==> config.mk <==
export PLATFORM = sky130hd
export DESIGN_NAME = tcpq_ctrl
export DESIGN_NICKNAME = d
export VERILOG_FILES = /design/src/rtl/tcpq_pkg.sv /design/src/rtl/tcpq_ctrl.sv
export SDC_FILE = /design/constraint.sdc
export NUM_CORES = 1
export LEC_CHECK = 0
export ABC_AREA = 1
export BUFFER_PORTS_ARGS = -buffer_cell sky130_fd_sc_hd__buf_2
export CORE_MARGIN = 2
export CORE_UTILIZATION = 50
export CTS_CLUSTER_SIZE = 10
export DETAILED_ROUTE_END_ITERATION = 10
export GPL_TIMING_DRIVEN = 0
export PLACE_DENSITY = 0.7
export SETUP_SLACK_MARGIN = 0.2
export SLEW_MARGIN = 20
export SYNTH_ARGS = -nofsm -noshare
export SYNTH_HDL_FRONTEND = slang
export SYNTH_SLANG_ARGS = --single-unit
==> constraint.sdc <==
create_clock -name clk -period 3 [get_ports clk]
set_clock_uncertainty 0.15 [all_clocks]
set_input_delay 0.45 -clock clk [delete_from_list [all_inputs] [get_ports clk]]
set_output_delay 0.45 -clock clk [all_outputs]
set_load 0.01 [all_outputs]
==> src/rtl/tcpq_pkg.sv <==
`timescale 1ns / 1ps
// ----------------------------------------------------------------------------
// tcpq_pkg
// Shared constants, codes and types of the three-class priority queue.
// ----------------------------------------------------------------------------
package tcpq_pkg;

  localparam int DEPTH       = 128;
  localparam int HANDLE_BITS = 16;
  localparam int NUM_CLASSES = 3;

  localparam int PORT_HANDLE_W = 16;
  localparam int STORE_W = (HANDLE_BITS < PORT_HANDLE_W) ? HANDLE_BITS : PORT_HANDLE_W;
  localparam int PTR_W   = (DEPTH > 1) ? $clog2(DEPTH) : 1;
  localparam int CNT_W   = $clog2(DEPTH + 1);
  localparam int SUM_W   = CNT_W + 1;
  localparam int ADDR_W  = $clog2(NUM_CLASSES * DEPTH);

  localparam logic MODE_ENQ = 1'b0;
  localparam logic MODE_DEQ = 1'b1;

  localparam logic [1:0] CLASS_NONE = 2'd0;

  localparam logic [1:0] ST_OK      = 2'd0;
  localparam logic [1:0] ST_FULL    = 2'd1;
  localparam logic [1:0] ST_EMPTY   = 2'd2;
  localparam logic [1:0] ST_INVALID = 2'd3;

  typedef struct packed {
    logic               we;
    logic               re;
    logic [ADDR_W-1:0]  addr;
    logic [STORE_W-1:0] wdata;
  } store_req_t;

  typedef struct packed {
    logic       valid;
    logic       served;
    logic [1:0] status;
    logic [1:0] cls;
  } result_t;

endpackage

==> src/rtl/tcpq_ctrl.sv <==
`timescale 1ns / 1ps
// ----------------------------------------------------------------------------
// tcpq_ctrl
// Command register, ring pointers, fill counts and strict-priority select.
// ----------------------------------------------------------------------------
module tcpq_ctrl (
  input  logic                                clk,
  input  logic                                rst,
  input  logic                                accept,
  input  logic                                mode,
  input  logic [1:0]                          task_class,
  input  logic [tcpq_pkg::PORT_HANDLE_W-1:0]  task_handle,
  output tcpq_pkg::store_req_t                req,
  output tcpq_pkg::result_t                   res
);

  logic                         cmd_valid;
  logic                         cmd_mode;
  logic [1:0]                   cmd_class;
  logic [tcpq_pkg::STORE_W-1:0] cmd_handle;

  logic [tcpq_pkg::PTR_W-1:0] head       [tcpq_pkg::NUM_CLASSES];
  logic [tcpq_pkg::PTR_W-1:0] head_next  [tcpq_pkg::NUM_CLASSES];
  logic [tcpq_pkg::CNT_W-1:0] count      [tcpq_pkg::NUM_CLASSES];
  logic [tcpq_pkg::CNT_W-1:0] count_next [tcpq_pkg::NUM_CLASSES];
  logic [tcpq_pkg::PTR_W-1:0] tail       [tcpq_pkg::NUM_CLASSES];
  logic [tcpq_pkg::SUM_W-1:0] tail_sum   [tcpq_pkg::NUM_CLASSES];

  tcpq_pkg::result_t res_next;

  always_ff @(posedge clk) begin
    if (rst) begin
      cmd_valid <= 1'b0;
    end else begin
      cmd_valid <= accept;
    end
    if (accept) begin
      cmd_mode   <= mode;
      cmd_class  <= task_class;
      cmd_handle <= task_handle[tcpq_pkg::STORE_W-1:0];
    end
  end

  always_comb begin
    for (int q = 0; q < tcpq_pkg::NUM_CLASSES; q++) begin
      tail_sum[q] = tcpq_pkg::SUM_W'(head[q]) + tcpq_pkg::SUM_W'(count[q]);
      if (tail_sum[q] >= tcpq_pkg::SUM_W'(tcpq_pkg::DEPTH)) begin
        tail[q] = tcpq_pkg::PTR_W'(tail_sum[q] - tcpq_pkg::SUM_W'(tcpq_pkg::DEPTH));
      end else begin
        tail[q] = tcpq_pkg::PTR_W'(tail_sum[q]);
      end
    end
  end

  always_comb begin
    logic found;
    found      = 1'b0;
    head_next  = head;
    count_next = count;
    req        = '0;
    req.wdata  = cmd_handle;
    res_next   = '0;
    res_next.valid = cmd_valid;
    if (cmd_valid) begin
      if (cmd_mode == tcpq_pkg::MODE_ENQ) begin
        if (cmd_class == tcpq_pkg::CLASS_NONE) begin
          res_next.status = tcpq_pkg::ST_INVALID;
        end else begin
          for (int q = 0; q < tcpq_pkg::NUM_CLASSES; q++) begin
            if (cmd_class == 2'(q + 1)) begin
              if (count[q] == tcpq_pkg::CNT_W'(tcpq_pkg::DEPTH)) begin
                res_next.status = tcpq_pkg::ST_FULL;
              end else begin
                req.we   = 1'b1;
                req.addr = tcpq_pkg::ADDR_W'(q * tcpq_pkg::DEPTH)
                         + tcpq_pkg::ADDR_W'(tail[q]);
                count_next[q] = count[q] + tcpq_pkg::CNT_W'(1);
              end
            end
          end
        end
      end else begin
        res_next.status = tcpq_pkg::ST_EMPTY;
        for (int q = 0; q < tcpq_pkg::NUM_CLASSES; q++) begin
          if (!found && count[q] != '0) begin
            found           = 1'b1;
            req.re          = 1'b1;
            req.addr        = tcpq_pkg::ADDR_W'(q * tcpq_pkg::DEPTH)
                            + tcpq_pkg::ADDR_W'(head[q]);
            res_next.status = tcpq_pkg::ST_OK;
            res_next.served = 1'b1;
            res_next.cls    = 2'(q + 1);
            count_next[q]   = count[q] - tcpq_pkg::CNT_W'(1);
            if (head[q] == tcpq_pkg::PTR_W'(tcpq_pkg::DEPTH - 1)) begin
              head_next[q] = '0;
            end else begin
              head_next[q] = head[q] + tcpq_pkg::PTR_W'(1);
            end
          end
        end
      end
    end
  end

  always_ff @(posedge clk) begin
    if (rst) begin
      for (int q = 0; q < tcpq_pkg::NUM_CLASSES; q++) begin
        head[q]  <= '0;
        count[q] <= '0;
      end
      res <= '0;
    end else begin
      head  <= head_next;
      count <= count_next;
      res   <= res_next;
    end
  end

endmodule

### Word level (Yosys, flattened, before mapping)

Cells that the tools add are included.

| word-level totals | value |
|---|---|
| register bits | 71 |
| bits in latches | 0 |
| bits in writable memories | 0 |
| bits in read-only memories | 0 |
| output and inout bits | 33 |
| logic and storage cells | 128 |
| memories kept | 0 |

| cells by class | value |
|---|---|
| $add $sub $neg | 19 |
| multiply operators | 0 |
| divide/modulo/power cells | 0 |
| order comparisons | 3 |
| eq/ne operators | 16 |
| shifts and indexed selects | 0 |
| multiplexer cells | 55 |
| bitwise logic cells | 2 |
| reduce and logical (&&, ||, !) cells | 19 |

Operators with widths:

| operator | number |
|---|---|
| 8-bit 2-to-1 mux | 9 |
| 7-bit 2-to-1 mux | 8 |
| 9-bit 2-to-1 mux | 6 |
| 24-bit 2-to-1 mux | 2 |
| 10-bit 2-to-1 mux | 3 |
| 7-bit by 8-bit adder with 9-bit output | 3 |
| 9-bit by 8-bit greater-or-equal comparator with 1-bit output, second input constant | 3 |
| 8-bit by 1-bit adder with 8-bit output, second input constant | 3 |
| 8-bit equality test, second input constant | 3 |
| 8-bit nonzero test | 3 |
| 8-bit by 1-bit subtractor with 8-bit output, second input constant | 3 |
| 7-bit by 1-bit adder with 7-bit output, second input constant | 3 |
| 7-bit equality test, second input constant | 3 |
| 7-bit by 1-bit subtractor with 7-bit output, second input constant | 3 |
| 8-bit by 7-bit adder with 9-bit output, first input constant | 2 |
| 9-bit by 7-bit adder with 9-bit output, first input constant | 2 |
| 1-bit 2-to-1 mux | 17 |
| 5-bit 2-to-1 mux | 3 |
| 5-bit AND reduction | 3 |
| 2-bit 2-to-1 mux | 6 |
| 11-bit 2-to-1 mux | 1 |
| 3-bit AND reduction | 3 |
| 2-bit != test, second input constant | 4 |
| 2-bit by 1-bit != test with 1-bit output, second input constant | 3 |
| other kinds (9) | 15 |

### Longest topological paths before layout

| depth | value |
|---|---|
| depth in word-level cells | 14 |
| gate-level depth with buffers | 14 |
| gate-level depth less buffers | 12 |

### Worst setup path after synthesis

No wires, ideal clock.

| timing | value |
|---|---|
| kind | register to register |
| from | register cmd_mode |
| to | register count[14] (netlist name) |
| setup time | 132 ps |
| arrival time | 2,360 ps |
| required time | 2,718 ps |
| path slack | 358 ps |
| stages on the path, launching flop included | 15 |
| buffers on the path | 2 |
| period minus slack after synthesis | 2,642 ps |
| cells stage by stage | edfxtp_1 > buf_4 > clkbuf_1 > inv_1 > fa_1 > inv_1 > nand3_1 > nand2_1 > nand2_1 > nand2_1 > nand2_1 > nand2_1 > nand2_1 > nand3_1 > a21oi_1 |

| between the ends | value |
|---|---|
| longest elaborated chain between the ends | 2 |

RTL lines:

| element | line | source |
|---|---|---|
| from (decl) | tcpq_ctrl.sv:18 | `logic cmd_mode;` |
| from (signal assigned) | tcpq_ctrl.sv:38 | `cmd_mode <= mode;` |
| 2-bit by 1-bit != test with 1-bit output (no line), or another cell as far along | - |  |
| 5-bit AND reduction (no line) | - |  |
| to (signal assigned) | tcpq_ctrl.sv:114 | `count <= count_next;` |
| to (decl) | tcpq_ctrl.sv:24 | `logic [tcpq_pkg::CNT_W-1:0] count [tcpq_pkg::NUM_CLASSES];` |

Several ways; a longest one is shown, not always the timed one.
A chain may end at the register's enable or synchronous reset.

==> results.sh <==
export IMPL_status="finished clean"
export IMPL_crit_top_cell="nand3_1"
export IMPL_clock_sinks=71
export IMPL_num_antenna_cells=0
export IMPL_p_leak_nw=2.83
export IMPL_numCtsBuffers=9
export IMPL_post_dp_cell_area_um2=5430
export IMPL_detail_route_antenna_nets=0
export IMPL_drt_total_wl_mm=13.1
export IMPL_drc=0
export IMPL_first_pass_iters=6
export IMPL_rsz0062_at_grt="true"
export IMPL_rows=36
export IMPL_r2r_start="cmd_mode"
export IMPL_viasPerCell=5.35
export IMPL_fillers=934
export IMPL_vias=4785
export IMPL_final_design_area_no_fill_um2=5790
export IMPL_cpMaxStageDelayCell="dfxtp_4"
export IMPL_dieHeight_um=104
export IMPL_yosys_area_top_type_share_pct=20.9
export IMPL_dieArea_um2=10800
export IMPL_multiInputGateArea_um2=3000
export IMPL_dp_cells=868
export IMPL_synthArstFlopShare_pct=0
export IMPL_endpoint_kind="output port"
export IMPL_grt_max_degree=21
export IMPL_area_delta_synth_final_pct=16.0
export IMPL_io_buffers=54
export IMPL_fp_dieW_um=104
export IMPL_timing_rr_end="count[14]"
export IMPL_yosysSeqAreaShare_pct=32.3
export IMPL_syn_inst=681
export IMPL_synth_area_leaders="dfxtp_1 (21%), edfxtp_1 (11%), ha_1 (9.8%)"
export IMPL_synthDistinctLibCells=38
export IMPL_ir_drop_mv=0.271
export IMPL_path_clk_slew_ns=0.09
export IMPL_max_cap_violations=0
export IMPL_worstHoldPathType="in2reg"
export IMPL_clk_latency_ns=0.36
export IMPL_setup_worst_path_start_class="flip-flop"
export IMPL_synth_area_per_cell_um2=7.33
export IMPL_grt_pass1_wl_mm=21.6
export IMPL_grt_pass1_vias=4611
export IMPL_fin_crit_ns=2.79
export IMPL_crit_fanout=5
export IMPL_grtUsageTotal_pct=24.7
export IMPL_synth_edff_count=19
export IMPL_path_class="reg2out"
export IMPL_syn_nets=748
export IMPL_start_util_pct=51.3
export IMPL_initialDrtViolationCount=302
export IMPL_synthFlopType="dfxtp_1"
export IMPL_hp_start="task_handle[12]"
export IMPL_place_ws_ns=-0.417
export IMPL_max_stage_delay_ns=0.38
export IMPL_netlist_area_um2=4990
export IMPL_pin_count=55
export IMPL_setup_viol=0
export IMPL_power_mw=2.58
export IMPL_final_layout_size_suffix_gt1_share_pct=19.3
export IMPL_antenna_found_initial=0
export IMPL_fp_coreArea_um2=9730
export IMPL_hold_viol=0
export IMPL_dp_hpwl_mm=9.88
export IMPL_route_detailed_wl_per_inst_um=14.7
export IMPL_post_route_period_util_pct=92.9
export IMPL_cp_required_ns=2.40
export IMPL_slew_violations=0
export IMPL_tritoncts="done"
export IMPL_clockBufferDepth=2
export IMPL_regArea_um2=1640
export IMPL_worst_pin_slew_ns=0.793
export IMPL_stdcell_count=895
export IMPL_setup_ws_ns=0.213
export IMPL_htree_levels=3
export IMPL_reg2reg_depth=15
export IMPL_path_cells="ha_4 > fa_2 > nand3_1 > nand3_1 > or2_2 > nand3_2 > nand3_1 > nand2_1 > a21oi_1 > buf_2"
export IMPL_hold_depth=1
export IMPL_ys_ff_latch=71
export IMPL_yosys_area_top_type="dfxtp_1"
export IMPL_grt_overflow=0
export IMPL_fmax_mhz=359
export IMPL_ys_warn_count=0
export IMPL_rrSetupSlack_ns=0.46
export IMPL_root_buffer="clkbuf_8"
export IMPL_slew_headroom_pct=47.1
export IMPL_cp_data_arrival_time_ns=2.19
export IMPL_finalNetCount=824
export IMPL_place_gp_congestion=0.913
export IMPL_power_density_nw_per_um2=446
export IMPL_min_to="cmd_handle[12]"
-- Yosys cell counts (all sizes together) (2+ instances only) --
cell type and number:
ha 39, xor2 19, a211oi 2, nand3 74
clkbuf 6, edfxtp 19, nor2 65, o21ai 39
or2 9, a21oi 63, a21o 4, a31oi 5
dfxtp 52, nor3 9, buf 6, xnor2 13
inv 97, nand2 129, nand4 18, fa 6
o22ai 2
-- worst max-delay path by stage --
stage | depth (start not counted) | slack [ns] | to | start
after global routing | 10 | 0.09 | req[20] | count[16]
after detailed placement | 14 | -0.42 | count[14] | cmd_mode
after global placement | 14 | -0.37 | count[14] | cmd_mode
after floorplan | 14 | 0.36 | count[14] | cmd_mode
final | 10 | 0.21 | req[20] | count[16]
after CTS | 7 | 0.21 | req[22] | cmd_mode
-- layer usage --
metal	global-route usage [%]	vias up	share of wire [%]
li1	-	2418	-
met1	30.5	2210	43
met3	3.63	23	4.9
met4	8.49	0	1.9
met5	0	-	0
met2	44.1	134	50
-- flip-flops by register name, summed over array words and instances, names as in the netlist --
signal,cells
cmd_valid,1
res,6
cmd_mode,1
count,24
head,21
cmd_class,2
cmd_handle,16
-- report_power, final --
group	total, mW	internal (mW)	leakage [nW]	switching [mW]
registers	1.09	1.04	0.614	0.0503
logic	0.728	0.278	2.13	0.450
clock network	0.767	0.319	0.0903	0.448
total	2.58	1.64	2.83	0.948
-- worst max-delay path: cells and delay by family (launching register included) --
family	cells	cell delay (ns)
simple gates	6	0.71
flops	1	0.38
compound gates	1	0.06
buf+inv	1	0.14
fa+ha+maj	2	0.54
-- area by class of cell --
cell class | instances | share of cell area (%)
Inverter | 97 | 6.40
Sequential cell | 71 | 28.2
Timing Repair Buffer | 65 | 6.09
Multi-Input combinational cell | 501 | 51.8
Buffer | 12 | 1.38
Tap cell | 133 | 2.87
Clock buffer | 9 | 2.14
Clock inverter | 7 | 1.10
-- placed cells by master, fill, tap and decap left out, drive strengths merged, types with 4 or more instances in the layout --
cell	synthesis	layout
a21o	4	4
a21oi	63	63
a31oi	5	5
buf	6	71
clkbuf	6	15
dfxtp	52	52
edfxtp	19	19
fa	6	6
ha	39	39
inv	97	100
nand2	129	129
nand3	74	74
nand4	18	18
nor2	65	65
nor3	9	9
o21ai	39	39
or2	9	9
xnor2	13	13
xor2	19	19
-- kinds of logic after synthesis --
group                    synth area share, %
AND/OR/NAND/NOR                         28.6
adder cells (fa/ha/maj)                 12.2
XOR/XNOR                                5.61
buffers and inverters                   8.92
flip-flops                              32.3
AO/OA/AOI/OAI                           12.4
-- timing repair --
action                     4_1_cts  5_1_grt
hold endpoints to repair         0        0
setup endpoints to repair       23        9
setup buffers                    4        7
resized for setup               14       19
hold buffers                     0        0
pin swaps                        1        3
-- per-stage QoR --
step / hold slack, ns / util (%) / setup TNS, ns
3_3_place_gp: 0.346 / 55.8 / -1.27
6_report: 0.102 / 59.5 / 0
5_1_grt: 0.0863 / 59.5 / 0
2_1_floorplan: 0.310 / - / 0
4_1_cts: 0.0904 / 58.5 / 0
3_5_place_dp: 0.357 / 55.8 / -1.57
(Power assumes the default switching activity.)
